`src/design/smd_pkg.sv`:
```
// Package: SHA-1 digest unit types and constants.
package smd_pkg;
	localparam logic [31:0] H0_INIT = 32'h67452301;
	localparam logic [31:0] H1_INIT = 32'hEFCDAB89;
	localparam logic [31:0] H2_INIT = 32'h98BADCFE;
	localparam logic [31:0] H3_INIT = 32'h10325476;
	localparam logic [31:0] H4_INIT = 32'hC3D2E1F0;
	localparam logic [31:0] K0 = 32'h5A827999;
	localparam logic [31:0] K1 = 32'h6ED9EBA1;
	localparam logic [31:0] K2 = 32'h8F1BBCDC;
	localparam logic [31:0] K3 = 32'hCA62C1D6;
	localparam logic [7:0] PAD_MARK = 8'h80;
	localparam logic [6:0] LAST_ROUND = 7'd79;

	typedef enum logic [2:0] {
		ST_IDLE,
		ST_COMP,
		ST_PAD,
		ST_FILL,
		ST_LEN,
		ST_EMIT
	} state_t;

	typedef struct packed {
		logic put_byte;
		logic [7:0] put_val;
		logic count_inc;
		logic put_len;
		logic start;
		logic round;
		logic finish;
		logic reset_msg;
	} dp_cmd_t;

	typedef struct packed {
		logic [5:0] pos;
		logic last_round;
	} dp_sts_t;
endpackage

```
`src/design/smd_ctrl.sv`:
```
// Controller state machine for the SHA-1 digest unit.
module smd_ctrl import smd_pkg::*; (
	input logic clk,
	input logic arst_n,
	input logic in_fire,
	input logic [7:0] in_byte,
	input logic in_has,
	input logic in_last,
	output logic in_rdy,
	input logic out_fire,
	output logic out_vld,
	output logic [2:0] out_idx,
	input dp_sts_t sts,
	output dp_cmd_t cmd
);
	state_t state_q, state_d;
	logic pend_last_q, pend_last_d;
	logic pad_done_q, pad_done_d;
	logic len_done_q, len_done_d;
	logic [2:0] idx_q, idx_d;

	always_ff @(posedge clk or negedge arst_n) begin
		if (!arst_n) begin
			state_q <= ST_IDLE;
			pend_last_q <= 1'b0;
			pad_done_q <= 1'b0;
			len_done_q <= 1'b0;
			idx_q <= 3'd0;
		end else begin
			state_q <= state_d;
			pend_last_q <= pend_last_d;
			pad_done_q <= pad_done_d;
			len_done_q <= len_done_d;
			idx_q <= idx_d;
		end
	end

	always_comb begin
		state_d = state_q;
		pend_last_d = pend_last_q;
		pad_done_d = pad_done_q;
		len_done_d = len_done_q;
		idx_d = idx_q;
		unique case (state_q)
			ST_IDLE: begin
				if (in_fire) begin
					pend_last_d = in_last;
					pad_done_d = 1'b0;
					len_done_d = 1'b0;
					if (in_has && sts.pos == 6'd63) state_d = ST_COMP;
					else if (in_last) state_d = ST_PAD;
				end
			end
			ST_COMP: begin
				if (sts.last_round) begin
					if (!pend_last_q) state_d = ST_IDLE;
					else if (len_done_q) state_d = ST_EMIT;
					else if (pad_done_q) state_d = ST_FILL;
					else state_d = ST_PAD;
				end
			end
			ST_PAD: begin
				pad_done_d = 1'b1;
				if (sts.pos == 6'd55) state_d = ST_LEN;
				else if (sts.pos == 6'd63) state_d = ST_COMP;
				else state_d = ST_FILL;
			end
			ST_FILL: begin
				if (sts.pos == 6'd55) state_d = ST_LEN;
				else if (sts.pos == 6'd63) state_d = ST_COMP;
			end
			ST_LEN: begin
				len_done_d = 1'b1;
				state_d = ST_COMP;
			end
			ST_EMIT: begin
				if (out_fire) begin
					if (idx_q == 3'd4) begin
						idx_d = 3'd0;
						state_d = ST_IDLE;
					end else begin
						idx_d = idx_q + 3'd1;
					end
				end
			end
			default: state_d = ST_IDLE;
		endcase
	end

	always_comb begin
		cmd = '0;
		in_rdy = 1'b0;
		out_vld = 1'b0;
		out_idx = idx_q;
		unique case (state_q)
			ST_IDLE: begin
				in_rdy = 1'b1;
				cmd.put_byte = in_fire && in_has;
				cmd.count_inc = in_fire && in_has;
				cmd.put_val = in_byte;
				cmd.start = in_fire && in_has && sts.pos == 6'd63;
			end
			ST_COMP: cmd.round = 1'b1;
			ST_PAD: begin
				cmd.put_val = PAD_MARK;
				cmd.put_byte = 1'b1;
				cmd.start = sts.pos == 6'd63;
			end
			ST_FILL: begin
				cmd.put_val = 8'h00;
				cmd.put_byte = 1'b1;
				cmd.start = sts.pos == 6'd63;
			end
			ST_LEN: begin
				cmd.put_len = 1'b1;
				cmd.start = 1'b1;
			end
			ST_EMIT: begin
				out_vld = 1'b1;
				cmd.reset_msg = out_fire && idx_q == 3'd4;
			end
			default: ;
		endcase
		cmd.finish = state_q == ST_COMP && sts.last_round;
	end
endmodule

```
`src/design/smd_dp.sv`:
```
// Datapath of the SHA-1 digest unit: buffer, schedule, rounds, chaining words.
module smd_dp import smd_pkg::*; (
	input logic clk,
	input logic arst_n,
	input dp_cmd_t cmd,
	input logic [2:0] out_idx,
	output logic [31:0] out_word,
	output dp_sts_t sts
);
	logic [31:0] buf_q [16];
	logic [31:0] h_q [5];
	logic [31:0] a_q, b_q, c_q, d_q, e_q;
	logic [63:0] cnt_q;
	logic [5:0] pos_q;
	logic [6:0] rnd_q;
	logic [31:0] w, f, k, t, wx;
	logic [3:0] ri, bi;
	logic [1:0] sh;
	logic [31:0] mask, ins;
	logic [63:0] bits;

	assign ri = rnd_q[3:0];
	assign wx = buf_q[ri - 4'd3] ^ buf_q[ri - 4'd8] ^ buf_q[ri - 4'd14] ^ buf_q[ri];
	assign w = (rnd_q < 7'd16) ? buf_q[ri] : {wx[30:0], wx[31]};
	assign bi = pos_q[5:2];
	assign sh = pos_q[1:0];
	assign mask = ~(32'hFF000000 >> {sh, 3'b000});
	assign ins = {cmd.put_val, 24'h0} >> {sh, 3'b000};
	assign bits = {cnt_q[60:0], 3'b000};

	always_comb begin
		if (rnd_q < 7'd20) begin
			f = (b_q & c_q) | (~b_q & d_q);
			k = K0;
		end else if (rnd_q < 7'd40) begin
			f = b_q ^ c_q ^ d_q;
			k = K1;
		end else if (rnd_q < 7'd60) begin
			f = (b_q & c_q) | (b_q & d_q) | (c_q & d_q);
			k = K2;
		end else begin
			f = b_q ^ c_q ^ d_q;
			k = K3;
		end
		t = {a_q[26:0], a_q[31:27]} + f + e_q + k + w;
	end

	always_ff @(posedge clk) begin
		if (cmd.put_byte) buf_q[bi] <= (buf_q[bi] & mask) | ins;
		if (cmd.put_len) begin
			buf_q[14] <= bits[63:32];
			buf_q[15] <= bits[31:0];
		end
		if (cmd.round) buf_q[ri] <= w;
		if (cmd.start) begin
			a_q <= h_q[0];
			b_q <= h_q[1];
			c_q <= h_q[2];
			d_q <= h_q[3];
			e_q <= h_q[4];
		end else if (cmd.round) begin
			a_q <= t;
			b_q <= a_q;
			c_q <= {b_q[1:0], b_q[31:2]};
			d_q <= c_q;
			e_q <= d_q;
		end
	end

	always_ff @(posedge clk or negedge arst_n) begin
		if (!arst_n) begin
			h_q[0] <= H0_INIT;
			h_q[1] <= H1_INIT;
			h_q[2] <= H2_INIT;
			h_q[3] <= H3_INIT;
			h_q[4] <= H4_INIT;
			cnt_q <= '0;
			pos_q <= '0;
			rnd_q <= '0;
		end else begin
			if (cmd.reset_msg) begin
				h_q[0] <= H0_INIT;
				h_q[1] <= H1_INIT;
				h_q[2] <= H2_INIT;
				h_q[3] <= H3_INIT;
				h_q[4] <= H4_INIT;
				cnt_q <= '0;
				pos_q <= '0;
			end else begin
				if (cmd.finish) begin
					h_q[0] <= h_q[0] + t;
					h_q[1] <= h_q[1] + a_q;
					h_q[2] <= h_q[2] + {b_q[1:0], b_q[31:2]};
					h_q[3] <= h_q[3] + c_q;
					h_q[4] <= h_q[4] + d_q;
				end
				if (cmd.count_inc) cnt_q <= cnt_q + 64'd1;
				if (cmd.put_byte) pos_q <= pos_q + 6'd1;
				else if (cmd.start) pos_q <= 6'd0;
			end
			if (cmd.round) rnd_q <= (rnd_q == LAST_ROUND) ? 7'd0 : rnd_q + 7'd1;
		end
	end

	always_comb begin
		unique case (out_idx)
			3'd0: out_word = h_q[0];
			3'd1: out_word = h_q[1];
			3'd2: out_word = h_q[2];
			3'd3: out_word = h_q[3];
			default: out_word = h_q[4];
		endcase
	end

	assign sts.pos = pos_q;
	assign sts.last_round = rnd_q == LAST_ROUND;
endmodule

```
`src/design/sha1_message_digest_unit.sv`:
```
// Top level of the SHA-1 message digest unit.
// Every 64th byte starts a compression of the block, and no input is taken
// until it ends. A final item adds padding bytes, the 64-bit length word,
// one or two compressions, then five digest word transfers.
// arst_n loads the initial hash values and clears count and control.
// After the fifth word the unit returns to its reset values by itself.
module sha1_message_digest_unit import smd_pkg::*; (
	input logic clk,
	input logic arst_n,
	input logic s_tvalid,
	output logic s_tready,
	input logic [7:0] s_tdata, // data_byte
	input logic s_tuser, // has_byte
	input logic s_tlast, // last_item
	output logic m_tvalid,
	input logic m_tready,
	output logic [31:0] m_tdata, // digest_word
	output logic [2:0] m_tuser, // word_index
	output logic m_tlast // last_word
);
	dp_cmd_t cmd;
	dp_sts_t sts;
	logic [2:0] idx;

	smd_ctrl u_ctrl (
		.clk(clk), .arst_n(arst_n),
		.in_fire(s_tvalid && s_tready), .in_byte(s_tdata), .in_has(s_tuser),
		.in_last(s_tlast), .in_rdy(s_tready),
		.out_fire(m_tvalid && m_tready), .out_vld(m_tvalid), .out_idx(idx),
		.sts(sts), .cmd(cmd)
	);

	smd_dp u_dp (
		.clk(clk), .arst_n(arst_n), .cmd(cmd), .out_idx(idx),
		.out_word(m_tdata), .sts(sts)
	);

	assign m_tuser = idx;
	assign m_tlast = idx == 3'd4;
endmodule

```
`config.mk`:
```
export PLATFORM = sky130hd
export DESIGN_NAME = sha1_message_digest_unit
export DESIGN_NICKNAME = d
export VERILOG_FILES = /design/src/design/smd_pkg.sv /design/src/design/smd_ctrl.sv /design/src/design/smd_dp.sv /design/src/design/sha1_message_digest_unit.sv
export SDC_FILE = /design/constraint.sdc
export NUM_CORES = 2
export LEC_CHECK = 0
export ABC_AREA = 1
export BUFFER_PORTS_ARGS = -buffer_cell sky130_fd_sc_hd__buf_2
export CAP_MARGIN = 20
export CELL_PAD_IN_SITES_DETAIL_PLACEMENT = 0
export CELL_PAD_IN_SITES_GLOBAL_PLACEMENT = 1
export CORE_ASPECT_RATIO = 2
export CORE_MARGIN = 10
export CORE_UTILIZATION = 53
export CTS_CLUSTER_SIZE = 25
export DETAILED_ROUTE_END_ITERATION = 16
export PLACE_DENSITY_LB_ADDON = 0.25
export SYNTH_ARGS = -nofsm -noshare
export SYNTH_HDL_FRONTEND = slang
export SYNTH_SLANG_ARGS = --single-unit
```
`constraint.sdc`:
```
create_clock -name clk -period 12.38 [get_ports clk]
set_clock_uncertainty 0.15 [all_clocks]
set_input_delay 1.238 -clock clk [delete_from_list [all_inputs] [get_ports clk]]
set_output_delay 1.238 -clock clk [all_outputs]
set_load 0.03 [all_outputs]
```
==> qor.yml <==
synth-simple-area-share_pct: 18.9
timing.final.crit_share_pct: 84.8
synth_area_per_cell_um2: 7.72
start_util_pct: 53.4
fin_nets: 8774
grtUsageTotal_pct: 39.2
postCtsHoldBufs: 0
yosysWarnings: 0
grt_pass1_wl_mm: 409
power.internal_uw: 4980
worst_pin_slew_ns: 1.28
cts.reportedPaths.clkPinSlew_ns: 0.07
critPathMaxStageDelay_ns: 0.71
setup_viol: 0
die_h_um: 521
synth_top_family_by_area: "compound AO/OA/AOI/OAI gates"
drc: 0
clock_path_buffers: 3
cts.sinks: 915
synth_ff_type: "edfxtp_1"
power_frac_comb_pct: 0.4
synth-compound-area-share_pct: 22.0
slowest_stage: "dfrtp_4"
grt_max_degree: 204
clk_latency_ns: 0.74
setup_tns_ns: 0
drive_gt1_share_pct: 6.37
postCtsSetupBuffers: 0
viasPerCell: 6.38
h-tree-depth: 3
core-area_um2: 125000
vias: 64700
criticalPathCategory: "register to register"
drv_cap: 0
crit_top_cell: "nand2_1"
cp-end-kind: "register"
finalCriticalPeriod_ns: 10.50
slew_headroom_pct: 14.7
io_buffers: 51
peakVddDrop_mv: 0.111
whs_ns: 0.315
grt_setup_unrepaired: "false"
cts_inserted_buffers: 90
power_density_nw_per_um2: 89.5
synth_nets: 8991
cts_tree: "yes"
synth_area_um2: 66500
synth_cell_types: 70
path_max_fanout: 38
drtIter0Drc: 7811
synth.area.mux_share_pct: 0.0470
fin_ws_ns: 1.88
clockPowerShare_pct: 48.5
swShare_pct: 21.9
switchingPower_uw: 1400
p_leak_uw: 0.0305
io_pins: 52
syn_to_final_growth_pct: 7.17
crit_arrival_ns: 10.93
final_max_slew_viol_count: 0
drt_first_pass_iters: 8
grt_pass1_vias: 63000
hold_class: "primary input to asynchronous set/reset pin"
cp_data_required_time_ns: 12.82
dp_hpwl_mm: 199
fillerInstances: 11800
postCtsResizedCells: 0
cp-start-kind: "register"
synth.ff_latch_count: 915
fin_area_um2: 71300
hold_viol: 0
status: "finished, final reports clean"
p_seq_share_pct: 51.1
die_w_um: 271
synth_xor_area_share_pct: 2.64
rows: 183
synth_cells: 8619
synth-adder-area-share_pct: 8.13
synth_edf_count: 669
clockRootBuffer: "clkbuf_16"
wl_per_cell_um: 27.9
die_area_um2: 141000
routed_wl_mm: 283
fmax_ghz: 0.0953
detail-route-antenna-nets: 0
detailedPlace.worstSlack_ns: 2.30
synthArstFlopShare_pct: 26.6
ys_seq_area_share_pct: 39.6
globalplace.congestion: 1.08
placed_area_um2: 68000
antenna_found_initial: 1
grt-ovfl-total: 0
## layout by cell type (no fill, tap or decap), types with 10 or more instances in the layout
cell and n:
nor2_4 22, or2_2 15, buf_4 130, nor2_2 10
o21ai_1 353, edfxtp_1 669, fa_1 124, nand2_1 1838
dfstp_2 80, nor2_1 403, xnor2_1 68, nand4_1 30
buf_2 50, nor4_1 25, a31oi_1 43, a21oi_1 765
inv_1 926, clkinv_1 11, nor3_1 71, o21ai_0 964
clkinv_2 25, dfrtp_1 156, ha_1 232, bufinv_16 12
a21o_1 14, xor2_1 125, o211ai_1 183, a221oi_1 38
o31ai_1 14, inv_2 23, o21bai_1 22, o22ai_1 150
o221ai_1 26, o21a_1 33, clkbuf_16 97, nand3_1 566
## sequential cells by signal, summed over array words and instances (netlist names)
| signal | cells |
|---|---|
| u_ctrl.len_done_q | 1 |
| u_ctrl.out_idx | 3 |
| u_ctrl.pad_done_q | 1 |
| u_ctrl.pend_last_q | 1 |
| u_ctrl.state_q | 3 |
| u_dp.a_q | 32 |
| u_dp.b_q | 32 |
| u_dp.buf_q | 512 |
| u_dp.c_q | 32 |
| u_dp.cnt_q | 61 |
| u_dp.d_q | 32 |
| u_dp.e_q | 32 |
| u_dp.h_q | 160 |
| u_dp.pos_q | 6 |
| u_dp.rnd_q | 7 |
## cell type report
type / instances / area [um^2] / area share (%)
Clock inverter: 59 / 674 / 0.946
Sequential cell: 915 / 26400 / 37.0
Clock buffer: 111 / 2540 / 3.56
Timing Repair Buffer: 186 / 1340 / 1.87
Inverter: 962 / 3650 / 5.12
Tap cell: 1665 / 2080 / 2.92
Antenna cell: 4 / 10.0 / 0.0140
Multi-Input combinational cell: 6247 / 34700 / 48.6
## per-stage QoR
step                      std cells  util, %  total power [uW]
after floorplan                8619        -              3320
after global placement         9965     54.6              3350
after detailed placement       9967     54.6              3350
after CTS                     10100     57.2              6390
after global routing          10100     57.2              6490
final                         10100     57.2              6380
## Yosys cell counts, types with 21 or more instances
cell type | count | share of area (%)
o21a_1 | 33 | 0.37
nor4_1 | 25 | 0.24
o21ai_1 | 353 | 2.7
nor2_1 | 421 | 2.4
dfstp_2 | 80 | 3.2
o221ai_1 | 26 | 0.34
a221oi_1 | 38 | 0.50
buf_4 | 21 | 0.24
dfrtp_1 | 163 | 6.1
edfxtp_1 | 669 | 30
clkbuf_1 | 251 | 1.4
buf_1 | 72 | 0.41
o21ai_0 | 966 | 7.3
a31oi_1 | 43 | 0.40
o21bai_1 | 22 | 0.25
o22ai_1 | 150 | 1.4
xor2_1 | 126 | 1.7
nand4_1 | 30 | 0.28
nand3_1 | 566 | 4.3
inv_2 | 28 | 0.16
xnor2_1 | 69 | 0.91
fa_1 | 124 | 3.7
buf_2 | 142 | 1.1
nand2_1 | 1839 | 10
inv_1 | 928 | 5.2
o211ai_1 | 183 | 2.1
ha_1 | 234 | 4.4
nor3_1 | 75 | 0.56
a21oi_1 | 766 | 5.8
## logic make-up after synthesis
family | count (synthesis)
adders and majority gates | 358
buffers and inverters | 1457
xor gates and xnor gates | 198
DFF | 915
AOI/OAI and AO/OA | 2658
and+or+nand+nor | 3030
muxes | 3
## power groups by stage
stage / sequential, uW / clock (uW) / combinational [uW]
floorplan: 3320 / 0 / 3.05
detailed placement: 3320 / 0 / 28.7
CTS: 3260 / 3100 / 28.9
global route: 3260 / 3200 / 30.7
finish: 3260 / 3090 / 28.3
global placement: 3320 / 0 / 28.6
## per-layer routing
metal | vias to the layer above | global-route usage [%] | part of all wire, % | routed length, um
met3 | 1205 | 6.49 | 8.3 | 23600
met5 | - | 0 | 0 | 0
met4 | 0 | 37.3 | 11 | 31800
li1 | 29200 | - | - | -
met2 | 3708 | 67.4 | 49 | 138000
met1 | 30700 | 39.9 | 32 | 89900
## worst paths after layout
check	start	end	slack, ns	depth (start not counted)
worst max-delay path	u_dp.rnd_q[2]	u_dp.h_q[155]	1.88	39
max in group asynchronous	arst_n	u_dp.h_q[129]	10.23	2
worst min register to register	u_dp.h_q[4]	u_dp.h_q[4]	0.35	2
min in group clk	u_dp.h_q[4]	u_dp.h_q[4]	0.35	2
worst min-delay path	arst_n	u_dp.h_q[89]	0.32	1
worst max register to register	u_dp.rnd_q[2]	u_dp.h_q[155]	1.88	39
## worst max-delay path, delay by kind of cell, from the launching register on
kind | cells | cell delay (ns)
AO/OA/AOI/OAI | 12 | 2.29
XOR/XNOR | 2 | 0.38
adder cells (fa/ha/maj) | 5 | 2.22
buffers and inverters | 7 | 2.07
flip-flops | 1 | 0.71
AND/OR/NAND/NOR | 13 | 2.47
(Power assumes the default switching activity.)
